--- src/rtl/dfs_maze_generator_macros.svh ---
`ifndef DFS_MAZE_GENERATOR_MACROS_SVH
`define DFS_MAZE_GENERATOR_MACROS_SVH

// same-cycle implication, clocked on clk, off while rst_n is low
`define DMG_ASSERT_NOW(label, ante, cons, msg) \
  label: assert property (@(posedge clk) disable iff (!rst_n) (ante) |-> (cons)) \
    else $error(msg);

// next-cycle implication
`define DMG_ASSERT_NEXT(label, ante, cons, msg) \
  label: assert property (@(posedge clk) disable iff (!rst_n) (ante) |=> (cons)) \
    else $error(msg);

`endif

--- src/rtl/dmg_pkg.sv ---
package dmg_pkg;

  localparam int GRID_X   = 32;
  localparam int GRID_Z   = 32;
  localparam int X_W      = $clog2(GRID_X);
  localparam int Z_W      = $clog2(GRID_Z);
  localparam int CELL_W   = X_W + Z_W;
  localparam int CELLS    = GRID_X * GRID_Z;
  localparam int CNT_W    = 11;
  localparam int CFG_W    = 6;
  localparam int CFG_IDX_W = 2;
  localparam int LINK_W   = 4;
  localparam int ENTRY_W  = LINK_W + 1;  // links plus on-path mark
  localparam int TRY_W    = 3;
  localparam int TRIES    = 5;
  localparam int IN_DATA_W  = 8;
  localparam int OUT_DATA_W = 24;

  typedef enum logic [CFG_IDX_W-1:0] {
    CFG_GRID_WIDTH  = 2'd0,
    CFG_GRID_HEIGHT = 2'd1,
    CFG_START_X     = 2'd2,
    CFG_START_Z     = 2'd3
  } cfg_idx_t;

  typedef enum logic [1:0] {
    DIR_N = 2'd0,
    DIR_E = 2'd1,
    DIR_S = 2'd2,
    DIR_W = 2'd3
  } dir_t;

  typedef enum logic [1:0] {
    KIND_ADVANCE   = 2'd0,
    KIND_BACKTRACK = 2'd1,
    KIND_IDLE      = 2'd2,
    KIND_RESTART   = 2'd3
  } kind_t;

  typedef enum logic [3:0] {
    DP_NONE,
    DP_RESTART,
    DP_CLEAR,
    DP_RMARK,
    DP_START,
    DP_LATCH,
    DP_MARK_DONE,
    DP_NB_READ,
    DP_NEXT_DIR,
    DP_CARVE1,
    DP_CARVE2,
    DP_POP_RD,
    DP_POP_LOAD,
    DP_EMIT
  } dp_op_t;

  typedef struct packed {
    dp_op_t op;
    kind_t  kind;
  } dp_cmd_t;

  typedef struct packed {
    logic clr_last;
    logic count_reached;
    logic done;
    logic dir_ok;
    logic nb_free;
    logic try_last;
    logic stack_empty;
    logic out_free;
  } dp_status_t;

endpackage

--- src/rtl/dmg_ctrl.sv ---
`include "dfs_maze_generator_macros.svh"

module dmg_ctrl (
  input  logic                clk,
  input  logic                rst_n,
  input  logic                in_tvalid,
  input  logic                in_mode,
  output logic                in_tready,
  input  dmg_pkg::dp_status_t status,
  output dmg_pkg::dp_cmd_t    cmd
);

  typedef enum logic [3:0] {
    S_CLEAR,
    S_RMARK,
    S_IDLE,
    S_LATCH,
    S_MDONE,
    S_TRY,
    S_TEST,
    S_CARVE1,
    S_CARVE2,
    S_NOWAY,
    S_POP,
    S_EMIT
  } state_t;

  state_t          state_r, state_nxt;
  dmg_pkg::kind_t  kind_r, kind_nxt;
  logic            restart_r, restart_nxt;

  always_comb begin
    state_nxt   = state_r;
    kind_nxt    = kind_r;
    restart_nxt = restart_r;
    cmd.op      = dmg_pkg::DP_NONE;
    cmd.kind    = kind_r;
    in_tready   = 1'b0;
    unique case (state_r)
      S_CLEAR: begin
        cmd.op = dmg_pkg::DP_CLEAR;
        if (status.clr_last) begin
          state_nxt = restart_r ? S_RMARK : S_IDLE;
        end
      end
      S_RMARK: begin
        cmd.op    = dmg_pkg::DP_RMARK;
        kind_nxt  = dmg_pkg::KIND_RESTART;
        state_nxt = S_EMIT;
      end
      S_IDLE: begin
        in_tready = 1'b1;
        if (in_tvalid) begin
          if (in_mode) begin
            cmd.op      = dmg_pkg::DP_RESTART;
            restart_nxt = 1'b1;
            state_nxt   = S_CLEAR;
          end else begin
            cmd.op = dmg_pkg::DP_START;
            if (status.done) begin
              kind_nxt  = dmg_pkg::KIND_IDLE;
              state_nxt = S_EMIT;
            end else begin
              state_nxt = S_LATCH;
            end
          end
        end
      end
      S_LATCH: begin
        cmd.op    = dmg_pkg::DP_LATCH;
        state_nxt = status.count_reached ? S_MDONE : S_TRY;
      end
      S_MDONE: begin
        cmd.op    = dmg_pkg::DP_MARK_DONE;
        kind_nxt  = dmg_pkg::KIND_IDLE;
        state_nxt = S_EMIT;
      end
      S_TRY: begin
        priority if (status.dir_ok) begin
          cmd.op    = dmg_pkg::DP_NB_READ;
          state_nxt = S_TEST;
        end else if (status.try_last) begin
          state_nxt = S_NOWAY;
        end else begin
          cmd.op = dmg_pkg::DP_NEXT_DIR;
        end
      end
      S_TEST: begin
        priority if (status.nb_free) begin
          state_nxt = S_CARVE1;
        end else if (status.try_last) begin
          state_nxt = S_NOWAY;
        end else begin
          cmd.op    = dmg_pkg::DP_NEXT_DIR;
          state_nxt = S_TRY;
        end
      end
      S_CARVE1: begin
        cmd.op    = dmg_pkg::DP_CARVE1;
        state_nxt = S_CARVE2;
      end
      S_CARVE2: begin
        cmd.op    = dmg_pkg::DP_CARVE2;
        kind_nxt  = dmg_pkg::KIND_ADVANCE;
        state_nxt = S_EMIT;
      end
      S_NOWAY: begin
        if (status.stack_empty) begin
          kind_nxt  = dmg_pkg::KIND_IDLE;
          state_nxt = S_EMIT;
        end else begin
          cmd.op    = dmg_pkg::DP_POP_RD;
          state_nxt = S_POP;
        end
      end
      S_POP: begin
        cmd.op    = dmg_pkg::DP_POP_LOAD;
        kind_nxt  = dmg_pkg::KIND_BACKTRACK;
        state_nxt = S_EMIT;
      end
      S_EMIT: begin
        if (status.out_free) begin
          cmd.op    = dmg_pkg::DP_EMIT;
          state_nxt = S_IDLE;
        end
      end
      default: begin
        state_nxt = S_IDLE;
      end
    endcase
  end

  always_ff @(posedge clk) begin
    if (!rst_n) begin
      state_r   <= S_CLEAR;
      kind_r    <= dmg_pkg::KIND_IDLE;
      restart_r <= 1'b0;
    end else begin
      state_r   <= state_nxt;
      kind_r    <= kind_nxt;
      restart_r <= restart_nxt;
    end
  end

  `DMG_ASSERT_NEXT(a_accept_leaves_idle, in_tvalid && in_tready, !in_tready,
                   "ready stayed high after a request was taken")
  `DMG_ASSERT_NOW(a_emit_has_room, cmd.op == dmg_pkg::DP_EMIT, status.out_free,
                  "result loaded while output register is occupied")

endmodule

--- config.mk ---
export PLATFORM = sky130hd
export DESIGN_NAME = dmg_ctrl
export DESIGN_NICKNAME = d
export VERILOG_FILES = /design/src/rtl/dmg_pkg.sv /design/src/rtl/dmg_ctrl.sv
export VERILOG_INCLUDE_DIRS = /design/src /design/src/rtl
export SDC_FILE = /design/constraint.sdc
export NUM_CORES = 1
export LEC_CHECK = 0
export ABC_AREA = 1
export BUFFER_PORTS_ARGS = -buffer_cell sky130_fd_sc_hd__buf_2
export CORE_ASPECT_RATIO = 0.7
export CORE_UTILIZATION = 36
export CTS_CLUSTER_DIAMETER = 60
export DETAILED_ROUTE_END_ITERATION = 16
export GPL_TIMING_DRIVEN = 1
export PLACE_DENSITY = 0.66
export SYNTH_ARGS = -nofsm -noshare
export SYNTH_HDL_FRONTEND = slang
export SYNTH_SLANG_ARGS = --single-unit
--- constraint.sdc ---
create_clock -name clk -period 1.8 [get_ports clk]
set_input_delay 0.09 -clock clk [delete_from_list [all_inputs] [get_ports clk]]
set_output_delay 0.09 -clock clk [all_outputs]
set_load 0.03 [all_outputs]
==> impl_metrics.py, run 1 <==
metrics = {
    "status": {
        "status": "finished clean",
    },
    "clock_network": {
        "post_cts.repair.setup_buffers": 0,
        "cts-htree-levels": 1,
        "cts_hold_buffers": 0,
        "root_buffer": "clkbuf_4",
        "cts_tree": "yes",
        "clkSinkCount": 7,
        "path_clk_slew_ns": 0.06,
        "cts.path.max_buffers": 2,
        "clkLatencyLatePin_ns": 0.26,
        "cts_inserted_buffers": 3,
    },
    "floorplan": {
        "core-area_sq_um": 1700,
        "ioPinCount": 19,
        "fp.dieH_microns": 38.8,
        "die_area_sq_um": 2120,
        "initial_utilization_pct": 41.0,
        "rows": 12,
        "die_w_microns": 54.5,
    },
    "placement": {
        "port_buffers": 18,
        "place_inst": 160,
        "placed_area_sq_um": 812,
        "place_congestion": 0.961,
        "dp_hpwl_mm": 1.80,
    },
    "logic_synthesis": {
        "synth.top_cell.area_share_pct": 20.1,
        "synthCells": 121,
        "synthTopCellsByCount": "nand2_1 (34), inv_1 (18), nor2_1 (13)",
        "yosysSeqAreaShare_pct": 20.1,
        "synthesis.area_sq_um": 696,
        "async_flop_share_pct": 0,
        "synth_edf_count": 0,
        "synth.distinct_cells": 25,
        "synth.net_count": 133,
        "avgSynthCellArea_sq_um": 5.75,
        "ys.flop_type": "dfxtp_1",
        "synth_area_leaders": "dfxtp_1 (20%), nand2_1 (18%), inv_1 (9.7%)",
        "yosys.area.top_type": "dfxtp_1",
        "ys_ff_latch": 7,
        "synth.most_common_cell": "nand2_1",
        "yosysWarnings": 0,
    },
    "min_path": {
        "hold_class": "in -> reg",
    },
    "critical_path": {
        "critPathLaunchType": "flip-flop",
        "critPathKind": "reg -> out",
        "worstReg2RegStart": "state_r[2]",
        "arrival_ns": 1.63,
        "crit_path_end_kind": "output port",
        "cp.required_ns": 1.71,
        "rr_endpoint": "state_r[1]",
        "critPathMaxFanout": 7,
        "cp-startpoint": "state_r[0]",
        "ff2ff_path_depth": 9,
        "timing.reg2reg.setup_slack_ns": 0.26,
        "cp-endpoint": "cmd[2]",
    },
    "sta": {
        "slew_headroom_pct": 74.0,
        "timing.hold.ws_ns": 0.0424,
        "worstMarginPinSlew_ns": 0.389,
        "setup_viol": 0,
        "hold_viol_final": 0,
        "fin_skew_ns": 0.00306,
        "period_share_pct": 95.6,
        "min_period_ns": 1.72,
        "max_freq_mhz": 581,
        "slew_violations": 0,
    },
    "global_routing": {
        "grt_max_degree": 8,
        "grt_pass1_wl_mm": 3.39,
        "antenna_found_initial": 0,
        "grt.total_usage_pct": 23.2,
        "grt_overflow": 0,
        "grt_pass1_vias": 783,
    },
    "job": {
        "cap_violations": 0,
    },
    "cells_and_area": {
        "drive_above_1_share_pct": 28.7,
        "diodes": 0,
        "fin_cells": 164,
        "final_area_sq_um": 875,
        "area_delta_synth_final_pct": 25.7,
        "postLayoutCoreUtil_pct": 51.5,
        "layout.nets": 156,
    },
    "route": {
        "drc": 0,
        "wl_per_cell_microns": 13.3,
        "first_iter_violations": 54,
        "routed_wl_mm": 2.19,
        "drt_pass1_iterations": 4,
        "viasPerCell": 5.40,
        "postRouteAntennaNets": 0,
        "via_count": 886,
    },
    "power": {
        "p_per_area_nw_per_um2": 1730,
        "p_leak_uw": 0.000485,
        "vdd_drop_max_uv": 716,
    },
}
## cell usage in the layout (no fill, tap or decap)
master / netlist / layout
nand3b_1: 2 / 2
nand2_2: 2 / 2
a41oi_1: 1 / 1
a31oi_1: 1 / 1
a21oi_2: 1 / 1
o31ai_1: 1 / 1
nor2_1: 13 / 13
nand3_2: 1 / 1
nor4_2: 0 / 1
clkbuf_1: 0 / 1
o21ai_2: 0 / 1
dfxtp_1: 7 / 4
buf_4: 0 / 1
nand2_1: 34 / 34
buf_2: 0 / 15
nand4_1: 6 / 6
a21oi_1: 3 / 3
buf_6: 0 / 2
nor2_2: 4 / 3
inv_2: 2 / 3
clkbuf_4: 0 / 3
inv_1: 18 / 17
o21ai_1: 1 / 1
o211ai_1: 1 / 1
dfxtp_4: 0 / 1
o21a_1: 1 / 1
dfxtp_2: 0 / 2
or2_4: 1 / 1
nor3_1: 1 / 1
nor2_4: 3 / 4
o21ai_0: 4 / 3
o2111ai_1: 1 / 1
nand3_1: 11 / 11
## flip-flops by register name, summed over array words and instances, names as in the netlist
| signal | count |
|---|---|
| kind_r | 2 |
| restart_r | 1 |
| state_r | 4 |
## area by class of cell
class	count	area (sq um)
fill	179	822
clock buffer	4	26.3
tap	21	26.3
multi-input combinational	94	495
sequential	7	146
inverter	20	75.1
timing repair buffer	18	105
## routing by layer
metal	up-vias	GRT usage, %	share of wire, %
met5	-	0	0
met4	0	4.49	0.78
met3	2	6.67	9.6
met2	42	33.5	45
met1	399	33.3	45
li1	443	-	-
## stage by stage
| stage | total power [uW] | setup WS (ns) | TNS (ns) |
|---|---|---|---|
| finish | 1520 | 0.0788 | 0 |
| global route | 1630 | -0.00540 | -0.00540 |
| CTS | 1430 | 0.00454 | 0 |
| detailed placement | 1270 | 0.248 | 0 |
| global placement | 1270 | 0.254 | 0 |
| floorplan | 1030 | 0.197 | 0 |
## critical path, stage by stage, from the launching register on
cell and delay, ns:
dfxtp_2 0.38, inv_2 0.08, nor2_4 0.16, nand2_1 0.09, or2_4 0.27, o31ai_1 0.08
nor2_1 0.07, nand4_1 0.10, buf_6 0.14
## timing repair
action	4_1_cts	5_1_grt
setup endpoints to repair	3	4
resized for setup	2	15
pin swaps	0	2
## power by group
part           switching (uW)  internal, uW
Clock                    66.2          85.1
Combinational             717           363
Sequential               70.6           214
## cells by family (layout without fill, tap and decap cells)
| kind of cell | count (synthesis) | count (layout) | synth area share [%] |
|---|---|---|---|
| compound gates | 15 | 15 | 13.7 |
| flops | 7 | 7 | 20.1 |
| buf+inv | 20 | 42 | 10.8 |
| simple gates | 79 | 79 | 55.4 |
## how the worst min path moves through the flow
stage                     cells past startpoint  startpoint  slack, ns        end
after floorplan                               1       rst_n       0.17  kind_r[1]
after global placement                        2       rst_n       0.32  kind_r[1]
after detailed placement                      2       rst_n       0.31  kind_r[1]
after CTS                                     2       rst_n       0.04  kind_r[1]
after global routing                          2       rst_n       0.04  kind_r[1]
final                                         2       rst_n       0.04  kind_r[1]
No activity file was read; power rests on OpenSTA's default activity.
==> run 2: changes to the inputs <==
CELL_PAD_IN_SITES_DETAIL_PLACEMENT = 1   (was default)
CELL_PAD_IN_SITES_GLOBAL_PLACEMENT = 2   (was default)
CORE_UTILIZATION = 27   (was 36)
PLACE_DENSITY = 0.9   (was 0.66)
==> impl_metrics.py, run 2 (synthesized netlist as in run 1, its figures left out) <==
metrics = {
    "status": {
        "status": "finished clean",
    },
    "cells_and_area": {
        "fillers": 320,
        "area_delta_synth_final_pct": 33.6,
        "final_common_cell": "nand2_1",
        "drive_above_1_share_pct": 29.9,
        "reg_top3": "state_r (4), kind_r (2), restart_r (1)",
        "top_register": "state_r",
        "diodes": 0,
        "mostFrequentLayoutCells": "nand2_1 (34), inv_1 (18), buf_2 (15)",
        "largest_reg_flops": 4,
        "layout.nets": 160,
    },
    "route": {
        "postRouteAntennaNets": 0,
        "drt_pass1_iterations": 4,
        "drc": 0,
        "viasPerCell": 5.06,
        "wl_met2_mm": 1.22,
        "wl_per_cell_microns": 15.0,
        "routed_wl_mm": 2.69,
        "via_count": 905,
        "highest_layer": "met4",
        "routedLengthMet1_mm": 1.25,
        "first_iter_violations": 64,
        "met3_length_microns": 183,
    },
    "clock_network": {
        "root_buffer": "clkbuf_8",
        "cts_hold_buffers": 0,
        "cts-htree-levels": 1,
        "cts_inserted_buffers": 3,
        "cts.path.max_buffers": 2,
        "clkSinkCount": 7,
        "cts_tree": "yes",
        "path_clk_slew_ns": 0.04,
        "clkLatencyLatePin_ns": 0.23,
    },
    "global_routing": {
        "grt_max_degree": 8,
        "grt_overflow": 0,
        "antenna_found_initial": 0,
        "grt.total_usage_pct": 20.2,
        "grt_pass1_vias": 901,
        "grt_pass1_wl_mm": 4.25,
    },
    "critical_path": {
        "critPathKind": "reg -> out",
        "arrival_ns": 1.62,
        "cpLargestDelayFamily": "simple AND/OR/NAND/NOR gates",
        "crit_path_end_kind": "output port",
        "worstReg2RegStart": "state_r[2]",
        "path_cells": "inv_2, nor2_4, nand2_1, or2_4, o21ai_2, nand3b_1, buf_4",
        "rr_endpoint": "state_r[1]",
        "critPathLaunchType": "flip-flop",
        "critPathMaxFanout": 7,
        "timing.reg2reg.setup_slack_ns": 0.19,
        "ff2ff_path_depth": 9,
        "cp-startpoint": "state_r[0]",
        "crit_path_max_incr_delay_ns": 0.39,
        "cp.required_ns": 1.71,
        "critPathBufInv": 2,
        "slowest_stage": "dfxtp_2",
    },
    "sta": {
        "min_period_ns": 1.71,
        "fin_skew_ns": 0.00176,
        "rsz0062_at_grt": "no",
        "fin_setup_tns_ns": 0,
        "slew_violations": 0,
        "worstMarginPinSlew_ns": 0.467,
        "hold_viol_final": 0,
        "period_share_pct": 95.0,
        "setup_viol": 0,
        "slew_headroom_pct": 68.8,
        "max_freq_mhz": 585,
    },
    "placement": {
        "dp_hpwl_mm": 2.12,
        "port_buffers": 18,
        "place_congestion": 0.895,
    },
    "floorplan": {
        "die_w_microns": 62.7,
        "initial_utilization_pct": 30.3,
        "die_area_sq_um": 2790,
        "fp.dieH_microns": 44.5,
        "core-area_sq_um": 2290,
        "rows": 14,
        "ioPinCount": 19,
    },
    "min_path": {
        "holdCritStartpoint": "rst_n",
        "whs_path_depth": 2,
        "holdPathEnd": "kind_r[1]",
        "hold_class": "in -> reg",
    },
    "power": {
        "p_leak_uw": 0.000509,
        "power_uw": 1650,
        "p_per_area_nw_per_um2": 1770,
        "vdd_drop_max_uv": 506,
    },
    "job": {
        "cap_violations": 0,
    },
}
-- run 2: changes by cell type in the layout (fill, tap and decap cells not counted) --
| cell | before | now |
|---|---|---|
| inv_2 | 3 | 2 |
| inv_1 | 17 | 18 |
| clkbuf_8 | 0 | 3 |
| buf_6 | 2 | 0 |
| clkbuf_4 | 3 | 2 |
| buf_4 | 1 | 5 |
-- run 2: area by class of cell --
| type | count | area (sq um) | share of cell area (%) |
|---|---|---|---|
| timing repair buffer | 22 | 128 | 13.7 |
| multi-input combinational | 94 | 495 | 53.3 |
| clock buffer | 4 | 45.0 | 4.85 |
| sequential | 7 | 146 | 15.7 |
| tap | 32 | 40.0 | 4.31 |
| inverter | 20 | 75.1 | 8.08 |
-- run 2: per-layer routing --
metal | GRT usage [%] | up-vias
li1 | - | 449
met1 | 25.3 | 420
met2 | 32.8 | 32
met3 | 8.25 | 4
met4 | 4.65 | 0
met5 | 0 | -
-- run 2: worst max-delay path by stage --
stage	endpoint	cells past startpoint
detailed placement	state_r[1]	9
global route	cmd[2]	8
finish	cmd[3]	7
global placement	cmd[3]	7
CTS	cmd[3]	7
floorplan	cmd[4]	4
-- run 2: through the flow --
step                instance area [sq um]  std cells  setup slack [ns]  utilization [%]  hold WS, ns
global placement                      833        172             0.254             36.3        0.303
finish                                930        179            0.0897             40.5       0.0811
global route                          930        179           0.00694             40.5       0.0891
detailed placement                    833        172             0.211             36.3        0.313
floorplan                             696        121             0.197                -        0.175
CTS                                   878        176          0.000699             38.3       0.0859
-- run 2: repair_timing --
item	in CTS	in global routing
endpoints found under the setup margin	0	4
resized for setup	0	12
setup buffers	0	3
-- run 2: power breakdown --
part           internal (uW)  total, uW  leakage, uW  switching, uW
Combinational            358       1130     0.000427            772
Clock                    154        228    0.0000228           74.0
Sequential               215        287    0.0000588           72.4
Total                    727       1650     0.000509            919
